$ cat src/hw/rtl/bounded_priority_queue_assert.svh
// Assertion macros shared by the queue modules.
// Each macro takes a label, an antecedent and a consequent, and samples on
// posedge clk with the check off while rst is high.
`ifndef BOUNDED_PRIORITY_QUEUE_ASSERT_SVH
`define BOUNDED_PRIORITY_QUEUE_ASSERT_SVH

`ifndef NO_ASSERTIONS

// Same-cycle implication
`define BPQ_ASSERT_IMP(lbl, ante, cons) \
  lbl: assert property (@(posedge clk) disable iff (rst) (ante) |-> (cons)) \
    else $error("bpq assertion failed");

// Next-cycle implication
`define BPQ_ASSERT_NXT(lbl, ante, cons) \
  lbl: assert property (@(posedge clk) disable iff (rst) (ante) |=> (cons)) \
    else $error("bpq assertion failed");

`else

`define BPQ_ASSERT_IMP(lbl, ante, cons)
`define BPQ_ASSERT_NXT(lbl, ante, cons)

`endif

`endif

$ cat src/hw/rtl/bpq_pkg.sv
package bpq_pkg;

  // Command codes; code 3 is unused and ignored
  typedef enum logic [1:0] {
    CMD_INSERT = 2'd0,
    CMD_PEEK   = 2'd1,
    CMD_DELETE = 2'd2
  } cmd_t;

  // Response status codes
  typedef enum logic [1:0] {
    ST_OK    = 2'd0,
    ST_FULL  = 2'd1,
    ST_EMPTY = 2'd2
  } status_t;

  typedef struct packed {
    cmd_t               cmd;
    logic signed [31:0] item_value;
    logic [15:0]        item_priority;
  } req_t;

  typedef struct packed {
    logic signed [31:0] out_value;
    logic [15:0]        out_priority;
    status_t            status;
  } rsp_t;

  // Operation broadcast to every cell of the chain
  typedef struct packed {
    logic ins;
    logic del;
  } cell_op_t;

endpackage

$ cat src/hw/rtl/bpq_cell.sv
`include "bounded_priority_queue_assert.svh"

module bpq_cell #(
  parameter int PRIO_BITS = 16
) (
  input  logic                 clk,
  input  logic                 rst,
  input  bpq_pkg::cell_op_t    op,
  input  logic signed [31:0]   new_value,
  input  logic [PRIO_BITS-1:0] new_prio,
  input  logic                 up_valid,
  input  logic signed [31:0]   up_value,
  input  logic [PRIO_BITS-1:0] up_prio,
  input  logic                 up_open,
  input  logic                 dn_valid,
  input  logic signed [31:0]   dn_value,
  input  logic [PRIO_BITS-1:0] dn_prio,
  output logic                 valid,
  output logic signed [31:0]   value,
  output logic [PRIO_BITS-1:0] prio,
  output logic                 open
);

  logic                 valid_next;
  logic signed [31:0]   value_next;
  logic [PRIO_BITS-1:0] prio_next;

  // Open means a new entry belongs here or above; equal priorities stay ahead
  assign open = !valid || (prio < new_prio);

  // Pick the next content: new entry, shift down, shift up, or hold
  always_comb begin
    valid_next = valid;
    value_next = value;
    prio_next  = prio;
    if (op.ins && open) begin
      if (up_open) begin
        valid_next = up_valid;
        value_next = up_value;
        prio_next  = up_prio;
      end else begin
        valid_next = 1'b1;
        value_next = new_value;
        prio_next  = new_prio;
      end
    end else if (op.del) begin
      valid_next = dn_valid;
      value_next = dn_value;
      prio_next  = dn_prio;
    end
  end

  always_ff @(posedge clk) begin
    if (rst) begin
      valid <= 1'b0;
    end else begin
      valid <= valid_next;
    end
  end

  always_ff @(posedge clk) begin
    value <= value_next;
    prio  <= prio_next;
  end

  // Chain stays sorted: no entry below outranks this one
  `BPQ_ASSERT_IMP(a_cell_sorted, valid && dn_valid, prio >= dn_prio)

endmodule

$ cat src/hw/rtl/bounded_priority_queue.sv
// A response is registered at the transfer of its request.
// Throughput: one command per cycle while the response side keeps up; each
// cell does one compare and one neighbor shift per cycle, so DEPTH does not
// change the rate.
// Reset clears the cell valid bits and the response valid flag; stored values,
// priorities and response data are left as they were and are never read before written.
`include "bounded_priority_queue_assert.svh"

module bounded_priority_queue #(
  parameter int DEPTH     = 8,
  parameter int PRIO_BITS = 16
) (
  input  logic           clk,
  input  logic           rst,
  input  logic           req_valid,
  output logic           req_ready,
  input  bpq_pkg::req_t  req,
  output logic           rsp_valid,
  input  logic           rsp_ready,
  output bpq_pkg::rsp_t  rsp
);

  logic                 accept;
  logic                 full;
  logic                 empty;
  logic [PRIO_BITS-1:0] new_prio;
  bpq_pkg::cell_op_t    op;
  bpq_pkg::rsp_t        rsp_next;

  logic [DEPTH-1:0]           cell_valid;
  logic [DEPTH-1:0]           cell_open;
  logic signed [31:0]         cell_value [DEPTH];
  logic [PRIO_BITS-1:0]       cell_prio  [DEPTH];

  // Accept when the response slot is free or being emptied
  assign req_ready = !rst && (!rsp_valid || rsp_ready);
  assign accept    = req_valid && req_ready;

  // Sorted chain: head holds the best entry, valid bits fill from the head
  assign full     = cell_valid[DEPTH-1];
  assign empty    = !cell_valid[0];
  assign new_prio = PRIO_BITS'(req.item_priority);

  assign op.ins = accept && (req.cmd == bpq_pkg::CMD_INSERT) && !full;
  assign op.del = accept && (req.cmd == bpq_pkg::CMD_DELETE) && !empty;

  // Build the chain, each cell wired to its upper and lower neighbor
  for (genvar i = 0; i < DEPTH; i++) begin : g_cell
    logic                 up_valid;
    logic signed [31:0]   up_value;
    logic [PRIO_BITS-1:0] up_prio;
    logic                 up_open;
    logic                 dn_valid;
    logic signed [31:0]   dn_value;
    logic [PRIO_BITS-1:0] dn_prio;

    if (i == 0) begin : g_head
      assign up_valid = 1'b0;
      assign up_value = '0;
      assign up_prio  = '0;
      assign up_open  = 1'b0;
    end else begin : g_mid_up
      assign up_valid = cell_valid[i-1];
      assign up_value = cell_value[i-1];
      assign up_prio  = cell_prio[i-1];
      assign up_open  = cell_open[i-1];
    end

    if (i == DEPTH - 1) begin : g_tail
      assign dn_valid = 1'b0;
      assign dn_value = '0;
      assign dn_prio  = '0;
    end else begin : g_mid_dn
      assign dn_valid = cell_valid[i+1];
      assign dn_value = cell_value[i+1];
      assign dn_prio  = cell_prio[i+1];
    end

    bpq_cell #(
      .PRIO_BITS(PRIO_BITS)
    ) u_cell (
      .clk      (clk),
      .rst      (rst),
      .op       (op),
      .new_value(req.item_value),
      .new_prio (new_prio),
      .up_valid (up_valid),
      .up_value (up_value),
      .up_prio  (up_prio),
      .up_open  (up_open),
      .dn_valid (dn_valid),
      .dn_value (dn_value),
      .dn_prio  (dn_prio),
      .valid    (cell_valid[i]),
      .value    (cell_value[i]),
      .prio     (cell_prio[i]),
      .open     (cell_open[i])
    );
  end

  // Form the response from the command and the head cell
  always_comb begin
    rsp_next = '{out_value: '0, out_priority: '0, status: bpq_pkg::ST_OK};
    unique case (req.cmd)
      bpq_pkg::CMD_INSERT: begin
        if (full) begin
          rsp_next.status = bpq_pkg::ST_FULL;
        end
      end
      bpq_pkg::CMD_PEEK, bpq_pkg::CMD_DELETE: begin
        if (empty) begin
          rsp_next.status = bpq_pkg::ST_EMPTY;
        end else begin
          rsp_next.out_value    = cell_value[0];
          rsp_next.out_priority = 16'(cell_prio[0]);
        end
      end
      default: begin
        rsp_next.status = bpq_pkg::ST_OK;
      end
    endcase
  end

  // Hold the response until it is taken
  always_ff @(posedge clk) begin
    if (rst) begin
      rsp_valid <= 1'b0;
    end else if (accept) begin
      rsp_valid <= 1'b1;
    end else if (rsp_ready) begin
      rsp_valid <= 1'b0;
    end
  end

  always_ff @(posedge clk) begin
    if (accept) begin
      rsp <= rsp_next;
    end
  end

  // Valid bits always form a run from the head
  `BPQ_ASSERT_IMP(a_valid_run, 1'b1, (cell_valid & DEPTH'(cell_valid + 1'b1)) == '0)
  // A stored insert grows the queue by one entry
  `BPQ_ASSERT_NXT(a_ins_count, op.ins,
                  $countones(cell_valid) == $past($countones(cell_valid)) + 1)
  // A delete reports OK with the priority of the head entry it removed
  `BPQ_ASSERT_NXT(a_del_head, op.del,
                  rsp.status == bpq_pkg::ST_OK &&
                  rsp.out_priority == $past(16'(cell_prio[0])))
  // A full report stands only while the queue is still full
  `BPQ_ASSERT_IMP(a_full_rsp, rsp_valid && rsp.status == bpq_pkg::ST_FULL, full)

endmodule

$ cat config.mk
export PLATFORM = sky130hd
export DESIGN_NAME = bounded_priority_queue
export DESIGN_NICKNAME = d
export VERILOG_FILES = /design/src/hw/rtl/bpq_pkg.sv /design/src/hw/rtl/bpq_cell.sv /design/src/hw/rtl/bounded_priority_queue.sv
export VERILOG_INCLUDE_DIRS = /design/src /design/src/hw/rtl
export SDC_FILE = /design/constraint.sdc
export NUM_CORES = 1
export LEC_CHECK = 0
export BUFFER_PORTS_ARGS = -buffer_cell sky130_fd_sc_hd__buf_4
export CORE_MARGIN = 2
export CORE_UTILIZATION = 50
export DETAILED_ROUTE_END_ITERATION = 10
export PLACE_DENSITY = 0.71
export SLEW_MARGIN = 20
export SYNTH_ARGS = -nofsm -noshare
export SYNTH_HDL_FRONTEND = slang
export SYNTH_SLANG_ARGS = --single-unit
$ cat constraint.sdc
create_clock -name clk -period 13.5 [get_ports clk]
set_input_delay 0.675 -clock clk [delete_from_list [all_inputs] [get_ports clk]]
set_output_delay 0.675 -clock clk [all_outputs]
set_load 0.005 [all_outputs]
### Word level (Yosys, flattened, before mapping)

Index checks and enable logic that the tools add are counted.

| cells by class | value |
|---|---|
| $lt $le $gt $ge | 8 |
| equal/unequal tests | 2 |
| multiplexer cells | 74 |
| reduce and logical (&&, ||, !) cells | 45 |

Operators by type and width:

| operator | count |
|---|---|
| 2-to-1 mux 32 bit | 23 |
| 2-to-1 mux 16 bit | 23 |
| less-than comparator 16 bit | 8 |
| 2-to-1 mux 1 bit | 26 |
| nonzero test 2 bit | 9 |
| logical AND 1 bit | 14 |
| logical NOT 1 bit | 10 |
| logical OR 1 bit | 9 |
| one-hot mux 2 bit (2 select lines) | 1 |
| equality test 2 x 1 -> 1 bit (second input constant) | 1 |
| equality test 2 bit (second input constant) | 1 |
| logical NOT 2 bit | 1 |
| 2-to-1 mux 2 bit | 1 |
| AND reduction 2 bit | 1 |
| OR reduction 2 bit | 1 |

| storage, ports and cells | value |
|---|---|
| flip-flop bits (word level) | 443 |
| input bits | 54 |
| output and inout port bits | 52 |
| word-level logic and storage cells | 157 |

### Logic depth before layout (Yosys ltp)

| logic depth | value |
|---|---|
| depth in word-level cells | 8 |
| gate-level depth with buffers | 12 |
| gate-level depth less buffers | 8 |

### By module

From an unflattened synthesis, not the netlist that was laid out.

| unflattened totals | value |
|---|---|
| cells, all modules | 2,057 |
| area total of the unflattened synthesis | 26,716.9 µm² |

Modules (own cells, without submodules):

| module | times used | cells each | area each (µm²) | sequential area each (µm²) |
|---|---|---|---|---|
| bpq_cell (g_cell[0].u_cell ...) | 4 | 241 | 3,089.2 | 1,461.4 |
| bpq_cell (g_cell[4].u_cell ...) | 4 | 242 | 3,085.5 | 1,461.4 |
| bounded_priority_queue | 1 | 125 | 2,018.2 | 1,521.5 |

### Worst setup path before layout

Ideal clock, no wire load.

| timing path | value |
|---|---|
| kind | input-to-reg |
| from | input port rsp_ready |
| to | register g_cell[1].u_cell.prio[0] (enable) |
| library setup time | 407 ps |
| arrival | 7,024 ps |
| data required time | 13,093 ps |
| path slack | 6,069 ps |
| stages | 5 |
| path buffers | 1 |
| cells stage by stage | nor2b_1 nor3b_1 nand3_1 clkbuf_1 nand2_1 |

| on the way | value |
|---|---|
| longest elaborated chain between the ends | 7 |
| elaborated cells on any way between the ends | 9 |
| those cells by class | 9 x reduce/logical |

RTL lines:

| item | line | RTL |
|---|---|---|
| start: declaration | bounded_priority_queue.sv:19 | `input logic rsp_ready,` |
| logical OR 1 bit * | bounded_priority_queue.sv:36 | `assign req_ready = !rst && (!rsp_valid \|\| rsp_ready);` |
| logical AND 1 bit * | bounded_priority_queue.sv:36 |  |
| logical AND 1 bit * | bounded_priority_queue.sv:37 | `assign accept = req_valid && req_ready;` |
| via accept | bounded_priority_queue.sv:23 | `logic accept;` |
| logical AND 1 bit (2 in a row) | bounded_priority_queue.sv:44 | `assign op.ins = accept && (req.cmd == bpq_pkg::CMD_INSERT) && !full;` |
| logical AND 1 bit | bpq_cell.sv:36 | `if (op.ins && open) begin` |
| nonzero test 2 bit (no source line) * | n/a |  |
| end signal: assignment | bpq_cell.sv:63 | `prio <= prio_next;` |
| end: declaration | bpq_cell.sv:20 | `output logic [PRIO_BITS-1:0] prio,` |

Mark *: on every way through the listed nets, which the timed path passes. The rest lies on a longest branch.
A chain may end at the register's enable or synchronous reset.

### Final worst setup path

| timing path | value |
|---|---|
| from | register g_cell[0].u_cell.prio[13] |
| to | register g_cell[0].u_cell.prio[8] (enable) |

| on the way | value |
|---|---|
| longest elaborated chain between the ends | 4 |

RTL lines:

| item | line | RTL |
|---|---|---|
| start: declaration | bpq_cell.sv:20 |  |
| start signal: assignment | bpq_cell.sv:63 |  |
| less-than comparator 16 bit | bpq_cell.sv:29 | `assign open = !valid \|\| (prio < new_prio);` |
| logical OR 1 bit | bpq_cell.sv:29 |  |
| logical AND 1 bit | bpq_cell.sv:36 |  |
| nonzero test 2 bit (no source line) | n/a |  |

No other way between the ends.

==> load_flow_metrics.sql <==
INSERT INTO impl_metrics (metric_group, metric, value, unit) VALUES
('synthesis', 'post_synth_instance_area', '0.0239', 'mm^2'),
('power_and_ir_drop', 'leakage', '0.0104', 'uW'),
('synthesis', 'synth_cell_types', '54', ''),
('place', 'portBuffers', '105', ''),
('setup_path', 'critical-path-slowest-cell', 'a2111oi_0', ''),
('finish', 'share_of_cells_above_drive_strength_1', '17.3', '%'),
('status', 'run_status', 'finished clean', ''),
('cts', 'cts_root_buf', 'clkbuf_16', ''),
('floorplan', 'core-area', '0.0474', 'mm^2'),
('cts', 'cts_post_setup_buffers_inserted', '0', ''),
('synthesis', 'syn_nets', '2176', ''),
('setup_path', 'critPathMaxStageDelay', '0.85', 'ns'),
('grt', 'gr-total-overflow', '0', ''),
('synthesis', 'synth_seq_cells', '443', ''),
('timing', 'worst_slew_pin_slew', '1.15', 'ns'),
('drt', 'routed_wire_length_per_instance', '25.1', 'um'),
('synthesis', 'ys.warnings.count', '0', ''),
('power_and_ir_drop', 'max-vdd-ir-drop', '0.0693', 'mV'),
('floorplan', 'boundaryPins', '106', ''),
('synthesis', 'ys.flop_type', 'edfxtp_1', ''),
('power_and_ir_drop', 'total_power', '3090', 'uW'),
('setup_path', 'path_cells', 'ha_1 -> nand4_1 -> or3_1 -> a2111oi_0 -> o21ai_4 -> nand2_2 -> buf_4 -> nand2_2 -> buf_4', ''),
('cts', 'htree_depth', '2', ''),
('finish', 'layout.cell_area.non_filler', '0.0267', 'mm^2'),
('grt', 'grt_first_pass_wirelength', '102000', 'um'),
('synthesis', 'avg_synthesized_cell_area', '11.9', 'um^2'),
('run', 'maxCapViolCount', '0', ''),
('setup_path', 'critPathBufInv', '2', ''),
('place', 'place_area', '0.0252', 'mm^2'),
('synthesis', 'async_flop_share', '0', '%'),
('grt', 'first_global_vias', '17148', ''),
('floorplan', 'placementRows', '80', ''),
('cts', 'cts_hold_buffers', '0', ''),
('finish', 'areaGrowthSynthToFinish', '11.7', '%'),
('floorplan', 'floorplan.die_area', '0.0496', 'mm^2'),
('drt', 'vias_per_cell', '6.27', ''),
('drt', 'drc', '0', ''),
('drt', 'first_pass_iters', '5', ''),
('cts', 'clock_tree.buffer_depth', '3', ''),
('cts', 'cts_tree', 'done', ''),
('timing', 'clock_skew', '0.0219', 'ns'),
('setup_path', 'critical_path.top_delay_family', 'simple AND/OR/NAND/NOR gates', ''),
('cts', 'cts_repair_resize_count', '0', ''),
('timing', 'timing.hold.ws', '0.345', 'ns'),
('cts', 'clkSinkCount', '443', ''),
('cts', 'clock_latency', '0.60', 'ns'),
('setup_path', 'worst_path_class_setup', 'reg2reg', ''),
('drt', 'antenna_left', '0', ''),
('timing', 'highest_clock_rate', '206', 'MHz'),
('floorplan', 'floorplan.initialDensity', '50.4', '%'),
('setup_path', 'timing.critical_path.to_type', 'register', ''),
('finish', 'antennaDiodeCount', '0', ''),
('floorplan', 'chipHeight', '223', 'um'),
('setup_path', 'kind_of_start_point_of_the_critical_path', 'register', ''),
('timing', 'finalSetupViolCount', '0', ''),
('synthesis', 'seq_area_frac_synth', '55.2', '%'),
('drt', 'initialDrtViolationCount', '1590', ''),
('drt', 'totalWireLength', '67600', 'um'),
('grt', 'antenna_found_initial', '1', ''),
('timing', 'hold_violations', '0', ''),
('setup_path', 'critical_path.max_fanout', '50', ''),
('place', 'gp_routability_congestion', '0.932', ''),
('hold_path', 'holdCritPathClass', 'in2reg', ''),
('timing', 'post-route-min-period', '4.85', 'ns'),
('floorplan', 'die-width', '223', 'um'),
('cts', 'cts_buffers', '48', ''),
('finish', 'nNetsFinal', '2206', ''),
('place', 'dp_hpwl', '39300', 'um'),
('grt', 'grt_usage', '27.0', '%'),
('power_and_ir_drop', 'power_density', '116', 'mW/mm^2'),
('synthesis', 'synthesis.instances', '2014', ''),
('drt', 'dr_total_vias', '16908', ''),
('timing', 'timing.slew.headroom', '23.6', '%'),
('timing', 'final_number_of_max_transition_violations', '0', ''),
('timing', 'setup-tns-final', '0', 'ns'),
('timing', 'rsz0062_at_grt', 'false', ''),
('synthesis', 'number_of_enable_flip_flop_cells_after_synthesis', '434', ''),
('setup_path', 'timing.critical_path.arrival', '5.13', 'ns'),
('cts', 'path_clk_slew', '0.06', 'ns'),
('finish', 'utilization', '56.3', '%'),
('timing', 'part_of_the_cycle_the_worst_path_needs', '35.9', '%'),
('grt', 'grt_max_degree', '97', ''),
('setup_path', 'worst_ep_required_time', '13.79', 'ns');
-- where the power goes --
part / leakage, uW / switching [uW] / total, uW / internal (uW)
logic: 0.00555 / 154 / 234 / 79.4
registers: 0.00406 / 16.4 / 1550 / 1540
clock network: 0.000742 / 553 / 1300 / 750
total: 0.0104 / 724 / 3090 / 2370
-- synthesized netlist by cell type (4+ instances only) --
cell type	instances	share of area, %
nand2_1	89	1.4
mux2_1	11	0.52
nand4_1	10	0.26
nand3_1	51	1.1
buf_1	7	0.11
inv_1	25	0.39
dfxtp_1	9	0.75
o21ai_1	7	0.15
a211oi_1	10	0.31
buf_2	38	0.79
nor3_1	8	0.17
o21ai_0	214	4.5
nor2b_1	5	0.13
buf_4	6	0.19
o21a_1	6	0.19
nor2_1	160	2.5
nor3b_1	4	0.13
mux2_2	133	6.3
o211ai_1	5	0.16
nand2b_1	4	0.10
buf_6	7	0.33
edfxtp_1	434	54
clkbuf_1	93	1.5
mux2i_1	243	10
a21oi_1	236	4.9
ha_1	108	5.6
and3_1	49	1.3
-- sequential cells by signal, summed over array words and instances (netlist names) --
register	flops
rsp_valid	1
g_cell.u_cell.valid	8
rsp	50
g_cell.u_cell.value	256
g_cell.u_cell.prio	128
-- routing by layer --
layer | global-route usage (%) | wire [um] | vias to the layer above
met1 | 36.8 | 28700 | 8340
met3 | 5.81 | 5710 | 145
li1 | - | - | 7627
met5 | 0 | 15 | -
met4 | 8.94 | 1970 | 2
met2 | 43.1 | 31200 | 794
-- final timing paths --
| check | from | to | slack (ns) | depth (start not counted) |
|---|---|---|---|---|
| worst max-delay path | g_cell[0].u_cell.prio[13] | g_cell[0].u_cell.prio[8] | 8.65 | 9 |
| worst min-delay path | req_valid | rsp_valid | 0.35 | 3 |
| worst max register to register | g_cell[0].u_cell.prio[13] | g_cell[0].u_cell.prio[8] | 8.65 | 9 |
| worst min register to register | g_cell[7].u_cell.value[31] | g_cell[6].u_cell.value[31] | 0.55 | 1 |
-- layout make-up --
class | count | area [um^2]
multi-input combinational | 1392 | 10100
inverter | 25 | 93.8
tap | 615 | 769
sequential | 443 | 13200
timing repair buffer | 134 | 1050
clock inverter | 22 | 223
clock buffer | 65 | 1300
fill | 3963 | 20700
-- per-stage QoR --
stage	instances	worst slack [ns]
after global routing	2696	8.56
after global placement	2607	8.43
after CTS	2695	8.79
after floorplan	2014	6.07
after detailed placement	2608	8.27
final	2696	8.65
-- placed cells by master (no fill, tap or decap), types with 15 or more instances in the layout --
master     synthesis  layout
edfxtp_1         434     434
mux2i_1          243     243
a21oi_1          236     235
o21ai_0          214     214
nor2_1           160     160
mux2_2           133     133
buf_4              6     132
ha_1             108     108
nand2_1           89      80
nand3_1           51      51
and3_1            49      49
clkbuf_16          0      49
inv_1             25      25
clkbuf_1          93      15
-- cells by family after synthesis --
kind of cell | after synthesis | share of synthesized area, %
AO/OA/AOI/OAI | 503 | 11.4
flip-flops | 443 | 55.2
AND/OR/NAND/NOR | 394 | 7.45
multiplexers | 387 | 16.9
buffers and inverters | 179 | 3.34
adder cells (fa/ha/maj) | 108 | 5.65
-- worst min-delay path, cell delays in order --
cell and delay, ns:
buf_4 0.10, nor2_1 0.04, nor2_1 0.07
No activity file was read; power rests on OpenSTA's default activity.
